--- src/rtl/icmp_echo_request_reply_engine_unit_macros.svh ---
// Assertion macros shared by the echo engine RTL.
// Define NO_ASSERTIONS to compile every check away.
`ifndef ICMP_ECHO_REQUEST_REPLY_ENGINE_UNIT_MACROS_SVH
`define ICMP_ECHO_REQUEST_REPLY_ENGINE_UNIT_MACROS_SVH

`ifndef NO_ASSERTIONS

// Checked at every rising edge except while reset is high.
`define ICMP_ASSERT(label, clk, rst, prop, msg) \
   label: assert property (@(posedge clk) disable iff (rst) prop) else $error(msg);

// Checked at every rising edge, reset included.
`define ICMP_ASSERT_ALWAYS(label, clk, prop, msg) \
   label: assert property (@(posedge clk) prop) else $error(msg);

`else

`define ICMP_ASSERT(label, clk, rst, prop, msg)
`define ICMP_ASSERT_ALWAYS(label, clk, prop, msg)

`endif

`endif

--- src/rtl/icmp_echo_pkg.sv ---
`timescale 1ns / 1ps

package icmp_echo_pkg;

   localparam int PAYLOAD_BYTES_DEF = 32;
   localparam int MAX_PACKET_DEF    = 4096;

   // Byte counter width and its hard ceiling.
   localparam int POS_W     = 13;
   localparam int POS_LIMIT = 8191;

   localparam int IP_HDR_BYTES   = 20;
   localparam int ECHO_HDR_BYTES = 8;

   localparam logic [7:0]  TYPE_V4_REPLY  = 8'd0;
   localparam logic [7:0]  TYPE_V4_ERROR  = 8'd3;
   localparam logic [7:0]  TYPE_V6_REPLY  = 8'd129;
   localparam logic [7:0]  TYPE_V6_ERROR  = 8'd1;
   localparam logic [15:0] CSUM_TYPE_WORD = 16'h0800;
   localparam logic [15:0] SEQ_MAX        = 16'hFFFF;
   localparam logic [15:0] SEQ_RESET      = 16'd1;
   localparam logic [7:0]  FILL_RESET     = 8'h45;

   localparam int CSR_INDEX_W = 2;
   localparam int CSR_DATA_W  = 16;

   typedef enum logic [CSR_INDEX_W-1:0] {
      CSR_IPV6_MODE  = 2'd0,
      CSR_IDENTIFIER = 2'd1,
      CSR_FILL_BYTE  = 2'd2
   } csr_index_type;

   typedef enum logic [1:0] {
      FUNC_SEND   = 2'd0,
      FUNC_BYTE   = 2'd1,
      FUNC_TICK   = 2'd2,
      FUNC_CANCEL = 2'd3
   } func_type;

   typedef enum logic [2:0] {
      ST_DONE        = 3'd0,
      ST_SUCCESS     = 3'd1,
      ST_IGNORED     = 3'd2,
      ST_ERROR_REPLY = 3'd3,
      ST_BAD_COUNT   = 3'd4,
      ST_NOT_WAITING = 3'd5
   } status_type;

   // Parser control from the top level.
   typedef struct packed {
      logic byte_en;  // a reply byte is processed this cycle
      logic clear;    // return the parser to byte zero after this cycle
   } parse_ctrl_type;

endpackage

--- src/rtl/icmp_echo_parse.sv ---
`timescale 1ns / 1ps

`include "icmp_echo_request_reply_engine_unit_macros.svh"

module icmp_echo_parse #(
   parameter int PAYLOAD_BYTES = icmp_echo_pkg::PAYLOAD_BYTES_DEF,
   parameter int MAX_PACKET    = icmp_echo_pkg::MAX_PACKET_DEF
) (
   input  logic                         clock,
   input  logic                         reset,
   input  icmp_echo_pkg::parse_ctrl_type ctrl,
   input  logic [7:0]                   data_byte,
   input  logic                         ipv6_mode,
   input  logic [7:0]                   fill_byte,
   input  logic [15:0]                  identifier,
   input  logic [15:0]                  seq_number,
   output icmp_echo_pkg::status_type    verdict
);

   localparam int PW = icmp_echo_pkg::POS_W;
   localparam logic [PW-1:0] PosCap = PW'(MAX_PACKET < icmp_echo_pkg::POS_LIMIT ?
                                          MAX_PACKET : icmp_echo_pkg::POS_LIMIT);
   localparam logic [PW-1:0] PayLen = PW'(PAYLOAD_BYTES);
   localparam logic [PW:0]   PayEnd = (PW+1)'(PAYLOAD_BYTES + icmp_echo_pkg::ECHO_HDR_BYTES);
   localparam logic [PW-1:0] EchoHdr = PW'(icmp_echo_pkg::ECHO_HDR_BYTES);

   logic [PW-1:0] pos_ff, pos_in, pos_parsed;
   logic [7:0]    type_ff, type_in, type_parsed;
   logic [15:0]   ident_ff, ident_in, ident_parsed;
   logic [15:0]   seq_ff, seq_in, seq_parsed;
   logic          mismatch_ff, mismatch_in, mismatch_parsed;

   logic [PW-1:0] hdr;
   logic [PW-1:0] rel;
   logic [PW-1:0] min_len;
   logic [7:0]    good_type;
   logic [7:0]    err_type;

   assign hdr       = ipv6_mode ? '0 : PW'(icmp_echo_pkg::IP_HDR_BYTES);
   assign rel       = pos_ff - hdr;
   assign min_len   = hdr + EchoHdr;
   assign good_type = ipv6_mode ? icmp_echo_pkg::TYPE_V6_REPLY : icmp_echo_pkg::TYPE_V4_REPLY;
   assign err_type  = ipv6_mode ? icmp_echo_pkg::TYPE_V6_ERROR : icmp_echo_pkg::TYPE_V4_ERROR;

   // Field capture for the current byte; the verdict looks at these values.
   always_comb begin
      pos_parsed      = pos_ff;
      type_parsed     = type_ff;
      ident_parsed    = ident_ff;
      seq_parsed      = seq_ff;
      mismatch_parsed = mismatch_ff;
      if (pos_ff < PosCap) begin
         if (pos_ff >= hdr) begin
            case (rel)
               PW'(0): type_parsed = data_byte;
               PW'(4), PW'(5): ident_parsed = {ident_ff[7:0], data_byte};
               PW'(6), PW'(7): seq_parsed = {seq_ff[7:0], data_byte};
               default: begin
                  if (rel >= EchoHdr && {1'b0, rel} < PayEnd && data_byte != fill_byte) begin
                     mismatch_parsed = 1'b1;
                  end
               end
            endcase
         end
         pos_parsed = pos_ff + PW'(1);
      end
   end

   always_comb begin
      pos_in      = pos_ff;
      type_in     = type_ff;
      ident_in    = ident_ff;
      seq_in      = seq_ff;
      mismatch_in = mismatch_ff;
      if (ctrl.clear) begin
         pos_in      = '0;
         type_in     = '0;
         ident_in    = '0;
         seq_in      = '0;
         mismatch_in = 1'b0;
      end else if (ctrl.byte_en) begin
         pos_in      = pos_parsed;
         type_in     = type_parsed;
         ident_in    = ident_parsed;
         seq_in      = seq_parsed;
         mismatch_in = mismatch_parsed;
      end
   end

   always_comb begin
      if (pos_parsed < min_len) begin
         verdict = icmp_echo_pkg::ST_IGNORED;
      end else if (type_parsed != good_type) begin
         verdict = (type_parsed == err_type) ? icmp_echo_pkg::ST_ERROR_REPLY
                                             : icmp_echo_pkg::ST_IGNORED;
      end else if (ident_parsed != identifier || seq_parsed != seq_number) begin
         verdict = icmp_echo_pkg::ST_IGNORED;
      end else if (pos_parsed - min_len != PayLen) begin
         verdict = icmp_echo_pkg::ST_BAD_COUNT;
      end else if (mismatch_parsed) begin
         verdict = icmp_echo_pkg::ST_IGNORED;
      end else begin
         verdict = icmp_echo_pkg::ST_SUCCESS;
      end
   end

   always_ff @(posedge clock) begin
      if (reset) begin
         pos_ff      <= '0;
         type_ff     <= '0;
         ident_ff    <= '0;
         seq_ff      <= '0;
         mismatch_ff <= 1'b0;
      end else begin
         pos_ff      <= pos_in;
         type_ff     <= type_in;
         ident_ff    <= ident_in;
         seq_ff      <= seq_in;
         mismatch_ff <= mismatch_in;
      end
   end

   `ICMP_ASSERT(a_pos_capped, clock, reset, pos_ff <= PosCap, "byte count ran past its cap")
   `ICMP_ASSERT(a_clear_zeroes, clock, reset, $past(ctrl.clear) |-> pos_ff == '0 && !mismatch_ff, "parser not cleared")
   `ICMP_ASSERT(a_short_ignored, clock, reset, pos_parsed < min_len |-> verdict == icmp_echo_pkg::ST_IGNORED, "short reply not ignored")

endmodule

--- src/rtl/icmp_echo_request_reply_engine_unit.sv ---
`timescale 1ns / 1ps

// Channel  | Ports                                   | Direction
// request  | req_valid/req_ready, req_* fields       | in
// response | rsp_valid/rsp_ready, rsp_* fields       | out
// control  | csr_write_en, csr_index, csr_write_data | in
//
// Each word passes through the input register before it reaches the result register,
// and one word is taken per cycle while the response is not stalled.
// The parser and round-trip counter update in the cycle a word leaves the input register.
// A stalled response holds the input register; req_ready stays high while that
// register is empty or moving on. Ticks and non-final reply bytes give no response.
// Reset is synchronous and puts the engine idle with sequence number one.

`include "icmp_echo_request_reply_engine_unit_macros.svh"

module icmp_echo_request_reply_engine_unit #(
   parameter int PAYLOAD_BYTES = icmp_echo_pkg::PAYLOAD_BYTES_DEF,
   parameter int MAX_PACKET    = icmp_echo_pkg::MAX_PACKET_DEF
) (
   input  logic                                 clock,
   input  logic                                 reset,
   input  logic                                 req_valid,
   output logic                                 req_ready,
   input  logic [1:0]                           req_func,
   input  logic [7:0]                           req_data_byte,
   input  logic                                 req_last,
   input  logic                                 req_reset_stamp,
   output logic                                 rsp_valid,
   input  logic                                 rsp_ready,
   output logic [2:0]                           rsp_status,
   output logic [15:0]                          rsp_sequence_res,
   output logic [15:0]                          rsp_checksum,
   output logic [31:0]                          rsp_round_trip_ticks,
   output logic                                 rsp_waiting,
   input  logic                                 csr_write_en,
   input  logic [icmp_echo_pkg::CSR_INDEX_W-1:0] csr_index,
   input  logic [icmp_echo_pkg::CSR_DATA_W-1:0]  csr_write_data
);

   localparam int  PayHalf = PAYLOAD_BYTES / 2;
   localparam bit  PayOdd  = (PAYLOAD_BYTES % 2) != 0;

   // Configuration.
   logic        ipv6_mode_ff;
   logic [15:0] identifier_ff;
   logic [7:0]  fill_byte_ff;

   // Input register.
   logic        in_valid_ff;
   logic [1:0]  in_func_ff;
   logic [7:0]  in_byte_ff;
   logic        in_last_ff;
   logic        in_stamp_ff;

   // Engine state.
   logic        wait_ff, wait_in;
   logic [15:0] seq_ff, seq_in, seq_next;
   logic [31:0] elapsed_ff, elapsed_in;

   // Result register.
   logic        rsp_valid_ff;
   logic [2:0]  rsp_status_ff;
   logic [15:0] rsp_seq_ff;
   logic [15:0] rsp_csum_ff;
   logic [31:0] rsp_rtt_ff;
   logic        rsp_wait_ff;

   logic                      advance;
   logic                      res_valid;
   icmp_echo_pkg::status_type res_status;
   logic [15:0]               res_csum;
   logic [31:0]               res_rtt;
   icmp_echo_pkg::parse_ctrl_type parse_ctrl;
   icmp_echo_pkg::status_type verdict;

   logic [25:0] csum_sum;
   logic [16:0] csum_fold1;
   logic [16:0] csum_fold2;
   logic [15:0] csum_fold3;

   assign advance   = in_valid_ff && (!rsp_valid_ff || rsp_ready);
   assign req_ready = !in_valid_ff || advance;

   assign parse_ctrl.byte_en = advance && in_func_ff == icmp_echo_pkg::FUNC_BYTE;
   assign parse_ctrl.clear   = advance && (in_func_ff == icmp_echo_pkg::FUNC_SEND ||
                                (in_func_ff == icmp_echo_pkg::FUNC_BYTE && in_last_ff));

   assign seq_next = (seq_ff == icmp_echo_pkg::SEQ_MAX) ? 16'd1 : seq_ff + 16'd1;

   icmp_echo_parse #(
      .PAYLOAD_BYTES(PAYLOAD_BYTES),
      .MAX_PACKET   (MAX_PACKET)
   ) u_parse (
      .clock     (clock),
      .reset     (reset),
      .ctrl      (parse_ctrl),
      .data_byte (in_byte_ff),
      .ipv6_mode (ipv6_mode_ff),
      .fill_byte (fill_byte_ff),
      .identifier(identifier_ff),
      .seq_number(seq_ff),
      .verdict   (verdict)
   );

   // Request checksum over the type word, identifier, new sequence and the fill
   // bytes, folded back to sixteen bits with end-around carries.
   always_comb begin
      csum_sum = 26'(icmp_echo_pkg::CSUM_TYPE_WORD) + 26'(identifier_ff) + 26'(seq_next)
               + 26'(PayHalf) * 26'({fill_byte_ff, fill_byte_ff})
               + (PayOdd ? 26'({fill_byte_ff, 8'h00}) : 26'd0);
      csum_fold1 = 17'(csum_sum[15:0]) + 17'(csum_sum[25:16]);
      csum_fold2 = 17'(csum_fold1[15:0]) + 17'(csum_fold1[16]);
      csum_fold3 = csum_fold2[15:0] + 16'(csum_fold2[16]);
   end

   always_comb begin
      wait_in    = wait_ff;
      seq_in     = seq_ff;
      elapsed_in = elapsed_ff;
      res_valid  = 1'b0;
      res_status = icmp_echo_pkg::ST_DONE;
      res_csum   = '0;
      res_rtt    = '0;
      case (in_func_ff)
         icmp_echo_pkg::FUNC_SEND: begin
            seq_in     = seq_next;
            wait_in    = 1'b1;
            elapsed_in = '0;
            res_valid  = 1'b1;
            res_csum   = ipv6_mode_ff ? 16'd0 : ~csum_fold3;
         end
         icmp_echo_pkg::FUNC_BYTE: begin
            if (in_last_ff) begin
               res_valid = 1'b1;
               if (!wait_ff) begin
                  res_status = icmp_echo_pkg::ST_NOT_WAITING;
               end else begin
                  res_status = verdict;
                  if (verdict == icmp_echo_pkg::ST_SUCCESS) begin
                     res_rtt    = elapsed_ff;
                     wait_in    = 1'b0;
                     elapsed_in = '0;
                  end
               end
            end
         end
         icmp_echo_pkg::FUNC_TICK: begin
            if (elapsed_ff != '1) begin
               elapsed_in = elapsed_ff + 32'd1;
            end
         end
         icmp_echo_pkg::FUNC_CANCEL: begin
            res_valid = 1'b1;
            if (wait_ff) begin
               wait_in = 1'b0;
               if (in_stamp_ff) begin
                  elapsed_in = '0;
               end
            end
         end
         default: begin
            res_valid = 1'b0;
         end
      endcase
   end

   always_ff @(posedge clock) begin
      if (reset) begin
         ipv6_mode_ff  <= 1'b0;
         identifier_ff <= '0;
         fill_byte_ff  <= icmp_echo_pkg::FILL_RESET;
      end else if (csr_write_en) begin
         case (csr_index)
            icmp_echo_pkg::CSR_IPV6_MODE:  ipv6_mode_ff  <= csr_write_data[0];
            icmp_echo_pkg::CSR_IDENTIFIER: identifier_ff <= csr_write_data[15:0];
            icmp_echo_pkg::CSR_FILL_BYTE:  fill_byte_ff  <= csr_write_data[7:0];
            default: ;
         endcase
      end
   end

   always_ff @(posedge clock) begin
      if (reset) begin
         in_valid_ff  <= 1'b0;
         wait_ff      <= 1'b0;
         seq_ff       <= icmp_echo_pkg::SEQ_RESET;
         elapsed_ff   <= '0;
         rsp_valid_ff <= 1'b0;
      end else begin
         if (req_ready) begin
            in_valid_ff <= req_valid;
         end
         if (advance) begin
            wait_ff    <= wait_in;
            seq_ff     <= seq_in;
            elapsed_ff <= elapsed_in;
         end
         if (advance && res_valid) begin
            rsp_valid_ff <= 1'b1;
         end else if (rsp_ready) begin
            rsp_valid_ff <= 1'b0;
         end
      end
   end

   always_ff @(posedge clock) begin
      if (req_ready && req_valid) begin
         in_func_ff  <= req_func;
         in_byte_ff  <= req_data_byte;
         in_last_ff  <= req_last;
         in_stamp_ff <= req_reset_stamp;
      end
      if (advance && res_valid) begin
         rsp_status_ff <= res_status;
         rsp_seq_ff    <= seq_in;
         rsp_csum_ff   <= res_csum;
         rsp_rtt_ff    <= res_rtt;
         rsp_wait_ff   <= wait_in;
      end
   end

   assign rsp_valid            = rsp_valid_ff;
   assign rsp_status           = rsp_status_ff;
   assign rsp_sequence_res     = rsp_seq_ff;
   assign rsp_checksum         = rsp_csum_ff;
   assign rsp_round_trip_ticks = rsp_rtt_ff;
   assign rsp_waiting          = rsp_wait_ff;

   `ICMP_ASSERT_ALWAYS(a_reset_idle, clock, $past(reset) && !reset |-> !wait_ff && !rsp_valid_ff, "engine not idle after reset")
   `ICMP_ASSERT(a_seq_nonzero, clock, reset, seq_ff != 16'd0, "sequence number reached zero")
   `ICMP_ASSERT(a_success_clears_wait, clock, reset, rsp_valid_ff && rsp_status_ff == icmp_echo_pkg::ST_SUCCESS |-> !rsp_wait_ff, "wait flag kept after success")
   `ICMP_ASSERT(a_rtt_only_success, clock, reset, rsp_valid_ff && rsp_status_ff != icmp_echo_pkg::ST_SUCCESS |-> rsp_rtt_ff == 32'd0, "round trip reported without success")
   `ICMP_ASSERT(a_wait_fall_cause, clock, reset, $fell(wait_ff) |-> $past(advance) && ($past(in_func_ff) == icmp_echo_pkg::FUNC_BYTE || $past(in_func_ff) == icmp_echo_pkg::FUNC_CANCEL), "wait flag dropped without reply or cancel")

endmodule
--- config.mk ---
export PLATFORM = sky130hd
export DESIGN_NAME = icmp_echo_request_reply_engine_unit
export DESIGN_NICKNAME = d
export VERILOG_FILES = /design/src/rtl/icmp_echo_pkg.sv /design/src/rtl/icmp_echo_parse.sv /design/src/rtl/icmp_echo_request_reply_engine_unit.sv
export VERILOG_INCLUDE_DIRS = /design/src /design/src/rtl
export SDC_FILE = /design/constraint.sdc
export NUM_CORES = 1
export LEC_CHECK = 0
export ABC_AREA = 1
export ABC_CLOCK_PERIOD_IN_PS = 12400
export BUFFER_PORTS_ARGS = -buffer_cell sky130_fd_sc_hd__buf_4
export CAP_MARGIN = 20
export CORE_ASPECT_RATIO = 2
export CORE_UTILIZATION = 60
export CTS_CLUSTER_DIAMETER = 200
export DETAILED_ROUTE_END_ITERATION = 6
export MAX_ROUTING_LAYER = met4
export PLACE_DENSITY = 0.91
export SYNTH_ARGS = -nofsm -noshare
export SYNTH_HDL_FRONTEND = slang
export SYNTH_HIERARCHICAL = 1
export SYNTH_SLANG_ARGS = --single-unit
--- constraint.sdc ---
create_clock -name clock -period 12.4 [get_ports clock]
set_input_delay 0 -clock clock [delete_from_list [all_inputs] [get_ports clock]]
set_output_delay 0 -clock clock [all_outputs]
set_load 0.005 [all_outputs]
==> results.md <==
* Leakage at 7.55 nW
* Fill cells at 1830
* Multi-input gate area at slightly above 7000 sq um
* Flop pwr share at 0.408
* Area delta synth->final at 14.9%
* Reg clk slew, reported paths at 0.07 ns
* Reg area at roughly 5000 sq um
* Yosys cell types at just over 50
* Synth async-reset ratio at 0
* Post-synthesis cell area at between 10000 and 15000 sq um
* Clock Power Share at 0.349
* Slew HR at 0.325
* Final setup viols at 0
* Flops & latches, synth at 210
* Fmax at 100 MHz
* Slowest stage cell, crit path: fa_1
* Post-CTS setup buffers at 0
* WP data arrival at 10.22 ns
* Yosys warnings at 6
* Crit Path Category: reg -> reg
* TritonRoute pass-1 iters at 6
* Switching Fraction at 0.327
* Die Width at 110 microns
* Largest net degree at the start of global routing at 71
* Starting density of the core at 0.613
* Element type at the critical path start: flop
* Ratio of cells with drive above 1 in the final layout at 0.112
* Status: complete, no violations
* Initial antenna violation count at 0
* CP Data Required Time at approximately 13 ns
* CTS root buffer: clkbuf_16
* Vias in the first global route at 13500
* Hold WS at 0.162 ns
* Grt ovf at 0
* Max-cap viol count at 0
* CTS tree: yes
* CTS Buf Count at 21
* Sequential share of the synthesized area at 0.361
* Skew-Pair Late Insertion Delay at 0.53 ns
* Clock Path Buffers at 3
* TNS Setup at 0 ns
* DRT iter0 DRCs at 920
* Final Hold Violating Endpoints at 0
* Post-Synthesis Cells at around 2000
* Post-DRT Antenna Nets at 0
* I/O Pins at 105
* Clk sinks at 210
* Port buffer count at 104
* Drt total wl at 41.8 mm
* Total core area at roughly 23000 sq um
* Routed length per instance at around 17 microns
* Dpl hpwl at 31.3 mm
* Die area at 23800 sq um
* DR vias/cell at 5.68
* Hold Path Class: in -> reg
* Final nets at 2205
* Top delay family on crit path: simple AND/OR/NAND/NOR gates
* Setup WS post-layout at around 2.4 ns
* GRT Util Overall at 0.371
* H-tree depth at 1
* Slew @ Worst Pin at 1.01 ns
* ANT cells at 0
* Switch Pwr at 0.000614 W
* Final period utilization at 0.804
* Global-route wire length before repair at around 65 mm
* FP Rows at 78
* Gp weighted congestion at 0.995
* Slew Limit Fails at 0
* WP buf/inv at 12
* Skew final at 0.0173 ns
* VDD IR max at 148 uV
* EDFF count, synth at 80
* Post-synth net total at roughly 2100
* Total number of vias at 13600
* RSZ-0062 raised after global routing: false
* Comb power frac at 0.243
* Min cycle time layout at 9.97 ns
* Internal Power at between 0.001 and 0.0015 W
* Chip Height at ~220 microns
* Max stage delay on crit path at between 0.4 and 0.5 ns
* Worst Path Max Fanout at 6
* PD cells at 118 nW/um^2
* Mean cell area of the mapped netlist at 7.04 sq um
* Post-place setup slack at 2.51 ns
* Commonest register cell after synthesis: dfxtp_1
* Remaining routing DRC violations at 0
* Critical Path End Type: flop
-- state kept, by name, indices dropped and copies added (netlist names), 2 cells and up --
signal and cells:
rsp_round_trip_ticks 32, in_func_ff 2, rsp_sequence_res 16, u_parse/seq_ff 16
u_parse/pos_ff 13, rsp_checksum 16, seq_ff 16, rsp_status 3
u_parse/type_ff 8, fill_byte_ff 8, identifier_ff 16, in_byte_ff 8
elapsed_ff 32, u_parse/ident_ff 16
-- placed cells by master, fill, tap and decap left out, types with 6 or more instances in the layout --
cell | synthesis | final
nor2_1 | 208 | 207
clkbuf_16 | 0 | 21
dlygate4sd3_1 | 0 | 42
a21oi_1 | 96 | 96
ha_1 | 61 | 61
nand2_1 | 442 | 442
nor3_1 | 27 | 27
nand3_2 | 6 | 6
nand4_1 | 54 | 54
dfxtp_1 | 130 | 130
inv_2 | 12 | 12
o211ai_1 | 32 | 32
nor2_2 | 12 | 12
nor2_4 | 7 | 8
o21ai_0 | 121 | 121
nand3_4 | 6 | 6
o21ai_1 | 9 | 9
edfxtp_1 | 80 | 80
xnor2_1 | 12 | 12
nand2_2 | 28 | 28
fa_1 | 14 | 14
buf_4 | 5 | 110
nand3_1 | 113 | 113
xor2_1 | 24 | 24
or2_2 | 6 | 6
nand3b_1 | 6 | 6
clkinv_1 | 4 | 7
inv_1 | 367 | 367
-- cells by family (layout without fill, tap and decap cells) --
family,Yosys count,in the layout,synth area share
and+or+nand+nor,937,937,0.308
buffers and inverters,433,573,0.121
AOI/OAI and AO/OA,278,278,0.110
DFF,210,210,0.361
adders and majority gates,75,75,0.0752
xor gates and xnor gates,37,37,0.0247
-- Yosys cell counts, drive strengths merged (2+ instances only) --
cell type | number | area [sq um]
o21ai | 131 | 659
a21oi | 96 | 480
a21boi | 2 | 15.0
edfxtp | 80 | 2400
buf | 16 | 119
nand2 | 475 | 1890
a211oi | 5 | 37.5
nand3b | 6 | 45.0
inv | 379 | 1420
nor2 | 229 | 975
clkbuf | 34 | 128
or2 | 7 | 43.8
ha | 61 | 763
nor3 | 30 | 165
nand3 | 125 | 731
o211ai | 32 | 240
a31oi | 2 | 12.5
nand4 | 54 | 338
xnor2 | 12 | 105
clkinv | 4 | 15.0
fa | 14 | 280
dfxtp | 130 | 2600
nor3b | 4 | 40.0
xor2 | 25 | 238
o21a | 4 | 30.0
nor4 | 5 | 31.3
-- power by group through the flow --
stage	sequential, W	combinational, W	clock (W)
3_3_place_gp	0.000779	0.000426	0
4_1_cts	0.000765	0.000448	0.000659
5_1_grt	0.000768	0.000505	0.000683
3_5_place_dp	0.000780	0.000434	0
6_report	0.000766	0.000456	0.000655
2_1_floorplan	0.000773	0.000309	0
-- layer usage --
layer	global-route usage	part of all wire	vias up
li1	-	-	6539
met1	0.332	0.32	6190
met2	0.632	0.51	569
met3	0.0563	0.057	266
met4	0.375	0.12	0
met5	-	0	-
-- through the flow --
stage / utilization / total power [W] / instances / area, sq um
finish: 0.704 / 0.00188 / 2390 / 15900
global route: 0.704 / 0.00196 / 2390 / 15900
CTS: 0.704 / 0.00187 / 2390 / 15900
detailed placement: 0.655 / 0.00121 / 2310 / 14800
global placement: 0.655 / 0.00120 / 2310 / 14800
floorplan: - / 0.00108 / 1970 / 13900
-- final timing paths --
| path | slack (ns) | cells past startpoint | endpoint | startpoint |
|---|---|---|---|---|
| worst max-delay path | 2.43 | 69 | rsp_checksum[12]$_SDFFCE_PP0P_ | seq_ff[0]$_SDFFE_PP1P_ |
| worst min-delay path | 0.16 | 4 | fill_byte_ff[5]$_SDFFE_PP0P_ | csr_index[0] |
| worst max register to register | 2.43 | 69 | rsp_checksum[12]$_SDFFCE_PP0P_ | seq_ff[0]$_SDFFE_PP1P_ |
| worst min register to register | 0.48 | 2 | u_parse/seq_ff[8]$_SDFFE_PP0P_ | u_parse/seq_ff[8]$_SDFFE_PP0P_ |
-- what timing repair did --
item | CTS | global route
gates resized for setup | 0 | 0
endpoints found under the hold margin | 53 | 0
hold buffers | 42 | 0
setup endpoints to repair | 0 | 0
-- worst reg2reg max path, delay by kind of cell (launching register included) --
kind            cells  cell delay, ns
flops               1            0.40
simple gates       42            4.94
compound gates      5            0.90
xor+xnor            1            0.20
buf+inv            12            0.89
fa+ha+maj           9            2.40
-- final cells by class --
cell class,instances,area share
multi-input combinational,1327,0.452
timing repair buffer,152,0.0782
inverter,383,0.0902
tap,280,0.0220
clock inverter,12,0.00730
sequential,210,0.314
clock buffer,26,0.0360
Note: power is estimated with default switching activity, not from simulation.
